`src/periodic_timer_queue_unit_defines.svh`:
```
// Assertion macros shared by the timer queue RTL.
`ifndef PERIODIC_TIMER_QUEUE_UNIT_DEFINES_SVH
`define PERIODIC_TIMER_QUEUE_UNIT_DEFINES_SVH

// Same-cycle check: when ante holds, cons must hold too.
`define PTQ_ASSERT_NOW(label, ante, cons, msg) \
	label: assert property (@(posedge clk) disable iff (!arst_n) (ante) |-> (cons)) \
		else $error(msg);

// Next-cycle check: when ante holds, cons must hold in the next cycle.
`define PTQ_ASSERT_NEXT(label, ante, cons, msg) \
	label: assert property (@(posedge clk) disable iff (!arst_n) (ante) |=> (cons)) \
		else $error(msg);

`endif

```
`src/ptq_pkg.sv`:
```
// Package for the periodic timer queue: sizes, codes and transaction types.
`timescale 1ns / 1ps

package ptq_pkg;

	localparam int QUEUE_DEPTH = 16;
	localparam int CNT_W       = $clog2(QUEUE_DEPTH + 1);
	localparam int ENTRY_CNT_W = 5;

	// Commands on the input channel
	localparam logic [1:0] CMD_INSERT   = 2'd0;
	localparam logic [1:0] CMD_REINSERT = 2'd1;
	localparam logic [1:0] CMD_TICK     = 2'd2;
	localparam logic [1:0] CMD_CLEAR    = 2'd3;

	// Result status codes
	localparam logic [1:0] STS_OK        = 2'd0;
	localparam logic [1:0] STS_FULL      = 2'd1;
	localparam logic [1:0] STS_EMPTY_RIN = 2'd2;

	// Operations broadcast to the cell chain
	localparam logic [2:0] OP_HOLD     = 3'd0;
	localparam logic [2:0] OP_INSERT   = 3'd1;
	localparam logic [2:0] OP_REINSERT = 3'd2;
	localparam logic [2:0] OP_TICK     = 3'd3;
	localparam logic [2:0] OP_CLEAR    = 3'd4;

	typedef struct packed {
		logic [1:0]  command;
		logic [15:0] entry_id;
		logic [31:0] period;
		logic [31:0] elapsed;
	} in_item_t;

	typedef struct packed {
		logic                   queue_empty;
		logic [15:0]            head_id;
		logic [31:0]            head_remaining;
		logic [31:0]            head_period;
		logic [ENTRY_CNT_W-1:0] entry_count;
		logic [1:0]             status;
	} out_item_t;

	// Contents of one queue slot
	typedef struct packed {
		logic [15:0] id;
		logic [31:0] remaining;
		logic [31:0] period;
	} slot_t;

	// Control broadcast from the top level to every cell
	typedef struct packed {
		logic [2:0]  op;
		logic [31:0] key;
		slot_t       new_slot;
		logic [31:0] elapsed;
	} cell_ctrl_t;

endpackage

```
`src/ptq_cell.sv`:
```
// One slot of the sorted timer queue; exchanges entries with its two neighbors.
`timescale 1ns / 1ps

module ptq_cell (
	input  logic               clk,
	input  logic               arst_n,
	input  ptq_pkg::cell_ctrl_t ctrl,
	input  logic               head_cell,
	input  ptq_pkg::slot_t     left_slot,
	input  logic               left_valid,
	input  logic               left_lt,
	input  ptq_pkg::slot_t     right_slot,
	input  logic               right_lt,
	output ptq_pkg::slot_t     slot,
	output logic               valid,
	output logic               lt
);

	ptq_pkg::slot_t slot_q;
	ptq_pkg::slot_t slot_d;
	logic           valid_q;
	logic           valid_d;
	logic [32:0]    tick_diff;

	// Entry sorts ahead of the broadcast key
	assign lt        = valid_q && (slot_q.remaining < ctrl.key);
	assign tick_diff = {1'b0, slot_q.remaining} - {1'b0, ctrl.elapsed};

	// Next slot contents
	always_comb begin
		slot_d  = slot_q;
		valid_d = valid_q;
		unique case (ctrl.op)
			ptq_pkg::OP_INSERT: begin
				// earlier entries stay, the first cell without an earlier entry takes the new job, the rest move back
				if (lt) begin
					slot_d = slot_q;
				end else if (head_cell || left_lt) begin
					slot_d = ctrl.new_slot;
				end else begin
					slot_d = left_slot;
				end
				valid_d = valid_q | left_valid | head_cell;
			end
			ptq_pkg::OP_REINSERT: begin
				// head leaves: earlier entries move forward, the old head lands after them
				if (right_lt) begin
					slot_d = right_slot;
				end else if (head_cell || lt) begin
					slot_d = ctrl.new_slot;
				end else begin
					slot_d = slot_q;
				end
			end
			ptq_pkg::OP_TICK: begin
				slot_d.remaining = tick_diff[32] ? 32'd0 : tick_diff[31:0];
			end
			ptq_pkg::OP_CLEAR: begin
				valid_d = 1'b0;
			end
			default: begin
				slot_d  = slot_q;
				valid_d = valid_q;
			end
		endcase
	end

	// Slot payload, no reset
	always_ff @(posedge clk) begin
		slot_q <= slot_d;
	end

	always_ff @(posedge clk or negedge arst_n) begin
		if (!arst_n) begin
			valid_q <= 1'b0;
		end else begin
			valid_q <= valid_d;
		end
	end

	assign slot  = slot_q;
	assign valid = valid_q;

endmodule

```
`config.mk`:
```
export PLATFORM = sky130hd
export DESIGN_NAME = ptq_cell
export DESIGN_NICKNAME = d
export VERILOG_FILES = /design/src/periodic_timer_queue_unit_defines.svh /design/src/ptq_pkg.sv /design/src/ptq_cell.sv
export SDC_FILE = /design/constraint.sdc
export NUM_CORES = 1
export LEC_CHECK = 0
export BUFFER_PORTS_ARGS = -buffer_cell sky130_fd_sc_hd__buf_2
export CORE_AREA = 10 10 146 148
export DETAILED_ROUTE_END_ITERATION = 8
export DIE_AREA = 0 0 156 158
export PLACE_DENSITY = 0.81
export SKIP_CTS_REPAIR_TIMING = 1
export SLEW_MARGIN = 25
export SYNTH_ARGS = -nofsm -noshare
export SYNTH_HDL_FRONTEND = slang
export SYNTH_SLANG_ARGS = --single-unit
```
`constraint.sdc`:
```
create_clock -name clk -period 15.1 [get_ports clk]
set_input_delay 1.51 -clock clk [delete_from_list [all_inputs] [get_ports clk]]
set_output_delay 1.51 -clock clk [all_outputs]
set_load 0.05 [all_outputs]
```
==> impl_metrics.yaml, run 1 <==
global_route:
  antenna_found_initial: 13
  grt_max_degree: 50
  grt_usage_pct: 22.0
  grt-ovfl-total: 0
  first_global_vias: 7773
  grt_pass1_wl_um: 42400
worst_setup_path:
  path_cells: "buf_2 -> inv_1 -> ha_1 -> a21o_1 -> a211o_1 -> nor2_1 -> o211ai_1 -> a221o_1 -> a31oi_2 -> buf_2"
  required_ps: 13590
  cp.arrival_ps: 3770
  path_delay_family: "compound AO/OA/AOI/OAI gates"
  worstPathMaxFanout: 4
  cp-start-kind: "input port"
  path_common_cell: "buf_2"
  crit_start: "ctrl[121]"
  crit_type: "in -> out"
  critPathCaptureType: "output port"
  crit_buf_inv: 3
  timing.rr.start: "slot[41]"
  cpPeakStageDelay_ps: 410
  crit_slowest_cell: "a31oi_2"
routing:
  drc: 0
  via_per_inst: 5.32
  ant_nets: 0
  wl_per_cell_um: 20.6
  drt_iter0_drc: 406
  vias: 7407
  first_pass_iters: 5
  wl_um: 28700
cts:
  h-tree-depth: 3
  clockRootBuffer: "clkbuf_16"
  clock_sinks: 81
  clk_pin_slew_ps: 70
  cts_tree: "yes"
  insertion_delay_ps: 340
  cts_buffers: 9
  cts_buffer_depth: 2
timing:
  setup_viol: 0
  report.final.hold_viol_count: 0
  max_freq_ghz: 0.189
  slew_headroom_pct: 33.5
  tightestPinTransition_ps: 994
  finalSetupTns_ps: 0
  rsz0062_at_grt: "no"
  finalCritPeriodShare_pct: 35.0
  maxSlewViolCount: 0
  post-route-min-period_ps: 5280
  finClkSkew_ps: 8.67
power_and_ir_drop:
  clockPowerShare_pct: 27.4
  switching_share_pct: 38.3
  power_density_mw_per_mm2: 90.8
  sequentialPowerShare_pct: 33.2
  pwr-share-comb_pct: 39.3
  switching_power_w: 0.000329
  p_leak_nw: 4.61
  max-vdd-ir-drop_mv: 0.0451
  total_power_w: 0.000860
  p_int_w: 0.000531
synth:
  synthTopCellsByCount: "120 x nor2_1, 80 x edfxtp_1, 69 x inv_1"
  seq_area_frac_synth_pct: 35.0
  synth_edf_count: 80
  synth_top_area_share_pct: 34.6
  synth.largest_area_cell: "edfxtp_1"
  synthCells: 774
  synth_area_mm2: 0.00694
  yosysWarnings: 0
  ys_top_cells_by_area: "edfxtp_1 35%, ha_1 11%, mux2i_1 8.8%"
  ys.flop_type: "edfxtp_1"
  ys_ff_latch: 81
  syn_avg_cell_area_um2: 8.97
  synth.distinct_cells: 51
  synth_fp_nets: 1151
  synth.most_common_cell: "nor2_1"
  synth-async-reset-ratio_pct: 1.23
floorplanning:
  ios: 395
  start_util_pct: 37.6
  core-area_mm2: 0.0185
  rows: 50
  die_x_um: 156
  dieArea_mm2: 0.0246
  die_h_um: 158
layout:
  fillers: 1760
  fin_nets: 1524
  drive_above_1_share_pct: 37.7
  multi_input_area_mm2: 0.00416
  area_growth_pct: 36.6
  final-seq-area_mm2: 0.00243
status:
  outcome: "complete, no violations"
run:
  maxCapViolations: 0
place:
  dp_hpwl_um: 23700
  port_buffers: 394
  place_congestion: 0.937
hold_path:
  hp-class: "reg -> reg"
  min_from: "valid"
==> layout make-up <==
type	count	share of cell area, %
tap	234	3.09
timing repair buffer	400	21.3
clock buffer	9	2.38
clock inverter	7	0.897
inverter	69	2.73
sequential	81	25.6
multi-input combinational	586	43.8
antenna	7	0.185
==> kinds of logic after synthesis <==
family                     share of synthesized area (%)
muxes                                               8.80
xor gates and xnor gates                            3.53
buffers and inverters                               6.06
DFF                                                 35.0
and+or+nand+nor                                     13.2
adders and majority gates                           11.6
AOI/OAI and AO/OA                                   21.8
==> per-stage QoR <==
step | util, % | setup WS (ps) | std cells | hold slack [ps] | instance area (µm²)
final | 51.4 | 9820 | 1393 | 662 | 9480
after floorplan | - | 8090 | 774 | 817 | 6940
after global routing | 51.3 | 9710 | 1388 | 732 | 9470
after global placement | 49.6 | 9900 | 1370 | 618 | 9150
after detailed placement | 49.6 | 9810 | 1370 | 640 | 9150
after CTS | 51.2 | 9800 | 1386 | 655 | 9460
==> cell usage in the layout (no fill, tap or decap), drive strengths merged, types with 2 or more instances in the layout <==
| cell type | n |
|---|---|
| buf | 400 |
| nand4 | 11 |
| o32ai | 2 |
| o221ai | 6 |
| a211oi | 3 |
| or3 | 4 |
| xor2 | 17 |
| mux2i | 61 |
| nor2 | 120 |
| o21ai | 54 |
| and3 | 2 |
| nor3 | 6 |
| o21a | 3 |
| nor2b | 7 |
| o21bai | 5 |
| clkinvlp | 2 |
| nand2b | 11 |
| clkbuf | 9 |
| nand3b | 2 |
| nand2 | 24 |
| and4 | 3 |
| o22ai | 50 |
| xnor2 | 11 |
| nand3 | 11 |
| inv | 73 |
| ha | 63 |
| o22a | 27 |
| o211ai | 7 |
| diode | 7 |
| and2 | 2 |
| a211o | 4 |
| edfxtp | 80 |
| a31oi | 6 |
| a21o | 15 |
| a21oi | 41 |
==> state kept, by name, indices dropped and copies added (netlist names) <==
signal and count:
slot 80, valid 1
==> metal layers <==
metal	share of wire, %	global-route usage [%]	wire (µm)
met1	35	22.4	10100
met2	53	40.8	15100
met3	9.9	8.68	2850
met4	2.1	6.52	594
met5	0.30	0	87
==> worst reg2reg max path, stage by stage, from the launching register on <==
cell      delay, ps
edfxtp_1        440
ha_1            320
a21o_1          160
a211o_1         300
nor2_1          120
o211ai_1        130
a221o_1         370
a31oi_2         410
nor3_1          200
o32ai_4         380
buf_4           430
==> path summary, 6_finish.rpt <==
kind	end	slack, ps	cells past startpoint
worst min-delay path	valid	660	2
worst min register to register	valid	660	2
worst max register to register	slot[34]	11480	10
max in group asynchronous	valid	14090	1
min in group asynchronous	valid	930	1
worst max-delay path	lt	9820	10
==> power by group through the flow <==
stage	clock, W	sequential, W	combinational, W
2_1_floorplan	0	0.000351	0.000167
3_3_place_gp	0	0.000290	0.000330
3_5_place_dp	0	0.000291	0.000337
4_1_cts	0.000242	0.000286	0.000338
5_1_grt	0.000250	0.000288	0.000371
6_report	0.000236	0.000286	0.000338
Note: power is estimated with default switching activity, not from simulation.
==> run 2: changes to the inputs <==
ABC_AREA = 1   (was not set)
CORE_AREA = not set   (was 10 10 146 148)
CORE_ASPECT_RATIO = 1.25   (was not set)
CORE_MARGIN = 10   (was not set)
CORE_UTILIZATION = 44   (was not set)
DIE_AREA = not set   (was 0 0 156 158)
PLACE_DENSITY = 0.89   (was 0.81)
clock period = 4.24 ns   (was 15.1 ns; I/O delays follow)
==> impl_metrics.yaml, run 2 <==
timing:
  post-route-min-period_ps: 2970
  finClkSkew_ps: 12.4
  finalSetupTns_ps: 0
  rsz0062_at_grt: "no"
  finalCritPeriodShare_pct: 70.0
  setup_viol: 0
  slew_headroom_pct: 34.8
  maxSlewViolCount: 0
  max_freq_ghz: 0.337
  tightestPinTransition_ps: 977
  whs_ps: 338
  report.final.hold_viol_count: 0
worst_setup_path:
  worstPathMaxFanout: 32
  cp-start-kind: "register"
  path_common_cell: "nand2_1"
  crit_buf_inv: 0
  path_delay_family: "simple AND/OR/NAND/NOR gates"
  critPathCaptureType: "register"
  cpPeakStageDelay_ps: 690
  cp.arrival_ps: 3170
  crit_slowest_cell: "a21oi_4"
  required_ps: 4440
  crit_type: "reg -> reg"
  path_cells: "ha_1 -> nand2_1 -> nor2_1 -> nand2_1 -> nor2_1 -> nand2_2 -> a21oi_4 -> nand2_1 -> nand3_1"
synth:
  synth_top_area_share_pct: 27.2
  ys_top_cells_by_area: "edfxtp_1 27%, nand2_1 20%, inv_1 13%"
  synth_fp_nets: 1797
  yosysWarnings: 0
  ys.flop_type: "edfxtp_1"
  synth.most_common_cell: "nand2_1"
  seq_area_frac_synth_pct: 27.5
  synth.distinct_cells: 35
  ys_ff_latch: 81
  synth.largest_area_cell: "edfxtp_1"
  synthCells: 1420
  synthTopCellsByCount: "473 x nand2_1, 296 x inv_1, 149 x o21ai_0"
  synth_area_mm2: 0.00882
  syn_avg_cell_area_um2: 6.21
  synth-async-reset-ratio_pct: 1.23
  synth_edf_count: 80
layout:
  final_util_pct: 57.4
  drive_above_1_share_pct: 24.6
  final_cell_area_mm2: 0.0113
  fillers: 1972
  fin_nets: 2157
  area_growth_pct: 27.6
  final_cell_mix: "473 x nand2_1, 394 x buf_2, 295 x inv_1, 149 x o21ai_0, 80 x edfxtp_1"
  largest_reg_flops: 80
  final_common_cell: "nand2_1"
global_route:
  first_global_vias: 10300
  grt_pass1_wl_um: 54400
  grt-ovfl-total: 0
  antenna_found_initial: 7
  grt_usage_pct: 26.1
  grt_max_degree: 111
cts:
  clk_pin_slew_ps: 70
  cts_buffers: 9
  clockRootBuffer: "clkbuf_16"
  h-tree-depth: 3
  cts_buffer_depth: 2
  cts_tree: "yes"
  clock_sinks: 81
  insertion_delay_ps: 340
routing:
  vias: 10400
  ant_nets: 0
  via_per_inst: 5.08
  first_pass_iters: 6
  drt_iter0_drc: 721
  wl_per_cell_um: 17.4
  drc: 0
  wl_um: 35700
status:
  outcome: "complete, no violations"
floorplanning:
  start_util_pct: 45.0
  die_h_um: 178
  ios: 395
  dieArea_mm2: 0.0261
  core-area_mm2: 0.0196
  die_x_um: 147
  rows: 57
place:
  place_congestion: 0.971
  postPlaceCellArea_mm2: 0.0110
  port_buffers: 394
  dp_hpwl_um: 30600
run:
  maxCapViolations: 0
power_and_ir_drop:
  max-vdd-ir-drop_mv: 0.175
  p_leak_nw: 6.41
  power_density_mw_per_mm2: 270
hold_path:
  hp-class: "in -> reg"
[run 2: where the power goes]
| group | leakage [nW] | internal [W] | switching [W] | total (W) |
|---|---|---|---|---|
| clock | 0.127 | 0.000401 | 0.000339 | 0.000741 |
| combinational | 5.52 | 0.000424 | 0.000865 | 0.00129 |
| sequential | 0.764 | 0.000965 | 0.0000427 | 0.00101 |
| total | 6.41 | 0.00179 | 0.00125 | 0.00304 |
[run 2: worst paths after layout]
check,cells after the start,from,slack [ps],endpoint
worst max-delay path,9,slot[49],1270,slot[44]
worst min-delay path,3,left_valid,340,valid
worst max register to register,9,slot[49],1270,slot[44]
worst min register to register,2,valid,610,valid
max in group asynchronous,2,arst_n,3710,valid
min in group asynchronous,2,arst_n,430,valid
[run 2: tightest hold or removal path: cells and delay by family]
family	cells	cell delay (ps)
compound gates	1	90
buf+inv	1	80
simple gates	1	40
[run 2: area by class of cell]
cell class	instances	area, µm²	share of cell area (%)
clock inverter	7	52.6	0.467
multi-input combinational	988	5050	44.9
clock buffer	9	225	2.00
inverter	298	1120	9.96
antenna	3	7.51	0.0667
sequential	81	2430	21.6
timing repair buffer	402	2030	18.1
tap	265	332	2.95
[run 2: cells by family (layout without fill, tap and decap cells)]
family / after synthesis / in the layout / share of synthesized area [%]
adder cells (fa/ha/maj): 64 / 64 / 9.16
buffers and inverters: 351 / 716 / 15.3
AO/OA/AOI/OAI: 278 / 278 / 17.3
AND/OR/NAND/NOR: 631 / 631 / 29.2
other: 0 / 3 / 0
flip-flops: 81 / 81 / 27.5
XOR/XNOR: 15 / 15 / 1.49
[run 2: through the flow]
step                      setup slack (ps)  total power [W]  std cells
after global placement                1340          0.00228       2033
final                                 1270          0.00304       2053
after floorplan                        122          0.00187       1420
after CTS                             1330          0.00303       2049
after global routing                  1100          0.00322       2052
after detailed placement              1270          0.00230       2033
[run 2: per-layer routing]
metal	track usage, %	wire, µm	up-vias	share of wire, %
met2	45.7	17500	498	49
li1	-	-	5236	-
met1	30.3	13900	4611	39
met4	9.23	1090	8	3.1
met5	0	47	-	0.13
met3	6.54	3120	74	8.7
==> run 3: changes to the inputs <==
ABC_AREA = 0   (was 1)
CORE_AREA = 10 10 145 147   (was not set)
CORE_ASPECT_RATIO = not set   (was 1.25)
CORE_MARGIN = not set   (was 10)
CORE_UTILIZATION = not set   (was 44)
DIE_AREA = 0 0 155 157   (was not set)
PLACE_DENSITY = 0.85   (was 0.89)
clock period = 2.4 ns   (was 4.24 ns; I/O delays follow)
==> impl_metrics.yaml, run 3 (synthesis results as in run 1) <==
power_and_ir_drop:
  total_power_w: 0.00624
  sequentialPowerShare_pct: 28.7
  switching_power_w: 0.00237
  clockPowerShare_pct: 25.8
  p_leak_nw: 5.44
  switching_share_pct: 37.9
  power_density_mw_per_mm2: 558
  pwr-share-comb_pct: 45.6
  p_int_w: 0.00387
  max-vdd-ir-drop_mv: 0.374
place:
  port_buffers: 394
  dp_hpwl_um: 25600
  numPlacedInstances: 1480
  place_congestion: 0.992
timing:
  tightestPinTransition_ps: 551
  slew_headroom_pct: 63.1
  worst_slack_ps: -470
  max_freq_ghz: 0.348
  report.final.hold_viol_count: 0
  post-route-min-period_ps: 2870
  finClkSkew_ps: 10.5
  setup_viol: 113
  maxSlewViolCount: 0
  finalCritPeriodShare_pct: 120
  finalSetupTns_ps: -41850
  rsz0062_at_grt: "yes"
routing:
  vias: 8289
  drt_iter0_drc: 590
  drc: 0
  ant_nets: 0
  first_pass_iters: 5
  via_per_inst: 5.45
  wl_per_cell_um: 21.2
  wl_um: 32300
layout:
  area_growth_pct: 61.1
  final_cell_mix: "393 x buf_2, 117 x nor2_1, 113 x buf_4, 80 x edfxtp_1, 68 x inv_1"
  fillers: 1482
  final_common_cell: "buf_2"
  finalNonFillerCells: 1520
  multi_input_area_mm2: 0.00464
  drive_above_1_share_pct: 49.7
  final-seq-area_mm2: 0.00243
  fin_nets: 1656
  largest_reg_flops: 80
floorplanning:
  die_h_um: 157
  core-area_mm2: 0.0183
  die_x_um: 155
  start_util_pct: 37.9
  rows: 50
  ios: 395
  dieArea_mm2: 0.0243
status:
  outcome: "complete, but fails checks"
  violations: "negative setup slack"
worst_setup_path:
  cp-start-kind: "register"
  crit_buf_inv: 2
  path_delay_family: "compound AO/OA/AOI/OAI gates"
  crit_slowest_cell: "edfxtp_1"
  cpPeakStageDelay_ps: 430
  worstPathMaxFanout: 6
  crit_type: "reg -> reg"
  path_cells: "ha_4 -> a21o_1 -> a211o_1 -> nor2_1 -> o211ai_1 -> a221o_1 -> a31oi_4 -> nor3_4 -> o32ai_4 -> buf_12 -> buf_6"
  critPathCaptureType: "register"
  required_ps: 2460
  cp.arrival_ps: 2930
cts:
  cts_tree: "yes"
  insertion_delay_ps: 350
  h-tree-depth: 3
  cts_buffer_depth: 2
  cts_buffers: 9
  clk_pin_slew_ps: 70
  clockRootBuffer: "clkbuf_16"
  clock_sinks: 81
run:
  maxCapViolations: 0
global_route:
  antenna_found_initial: 3
  grt-ovfl-total: 0
  grt_usage_pct: 23.1
  grt_pass1_wl_um: 44600
  first_global_vias: 8381
  grt_max_degree: 49
hold_path:
  hp-class: "in -> reg"
-- run 3: changes by cell type in the layout (fill, tap and decap cells not counted), sizes merged, moves of 15 or more --
| cell | change |
|---|---|
| buf | +125 |
| inv | -227 |
| o22a | +27 |
| nand3 | -50 |
| a21oi | -20 |
| nor2 | +61 |
| o21ai | -112 |
| o211ai | -41 |
| nand2 | -458 |
| a21o | +15 |
| mux2i | +61 |
| o22ai | +49 |
-- run 3: power groups by stage --
stage / Combinational (W) / Clock [W] / Sequential, W
floorplan: 0.00113 / 0 / 0.00220
global placement: 0.00247 / 0 / 0.00181
detailed placement: 0.00252 / 0 / 0.00182
CTS: 0.00254 / 0.00162 / 0.00179
global route: 0.00304 / 0.00167 / 0.00180
finish: 0.00284 / 0.00161 / 0.00179
-- run 3: layout make-up --
cell class	count	share of cell area, %
clock buffer	9	2.01
clock inverter	7	0.951
timing repair buffer	531	28.8
antenna	2	0.0448
inverter	69	2.32
multi-input combinational	587	41.5
tap	234	2.62
sequential	81	21.7
-- run 3: worst reg2reg max path: stages (launching register included) --
cell	delay, ps
edfxtp_1	430
ha_4	240
a21o_1	160
a211o_1	290
nor2_1	110
o211ai_1	130
a221o_1	380
a31oi_4	210
nor3_4	90
o32ai_4	200
buf_12	190
buf_6	150
-- run 3: path summary, 6_finish.rpt --
check | from | end | slack (ps) | cells after the start
setup / recovery | slot[41] | slot[22] | -470 | 11
hold / removal | ctrl[32] | slot[0] | 180 | 3
setup reg to reg | slot[41] | slot[22] | -470 | 11
hold reg to reg | valid | valid | 700 | 2
max in group asynchronous | arst_n | valid | 2120 | 2
min in group asynchronous | arst_n | valid | 200 | 2
-- run 3: per-layer routing --
layer	global-route usage [%]	up-vias	part of all wire (%)
li1	-	3888	-
met1	25.4	3894	37
met2	40.4	435	50
met3	7.37	72	9.2
met4	9.49	0	3.2
met5	0	-	0
-- run 3: per-stage QoR --
| step | cell area [µm²] | hold slack, ps | utilization (%) | setup slack (ps) |
|---|---|---|---|---|
| finish | 11200 | 178 | 61.0 | -470 |
| global route | 11200 | 181 | 61.0 | -563 |
| CTS | 10500 | -365 | 57.3 | -603 |
| detailed placement | 10200 | 16.0 | 55.5 | -507 |
| global placement | 10200 | 16.1 | 55.5 | -466 |
| floorplan | 7150 | -55.6 | - | -1450 |
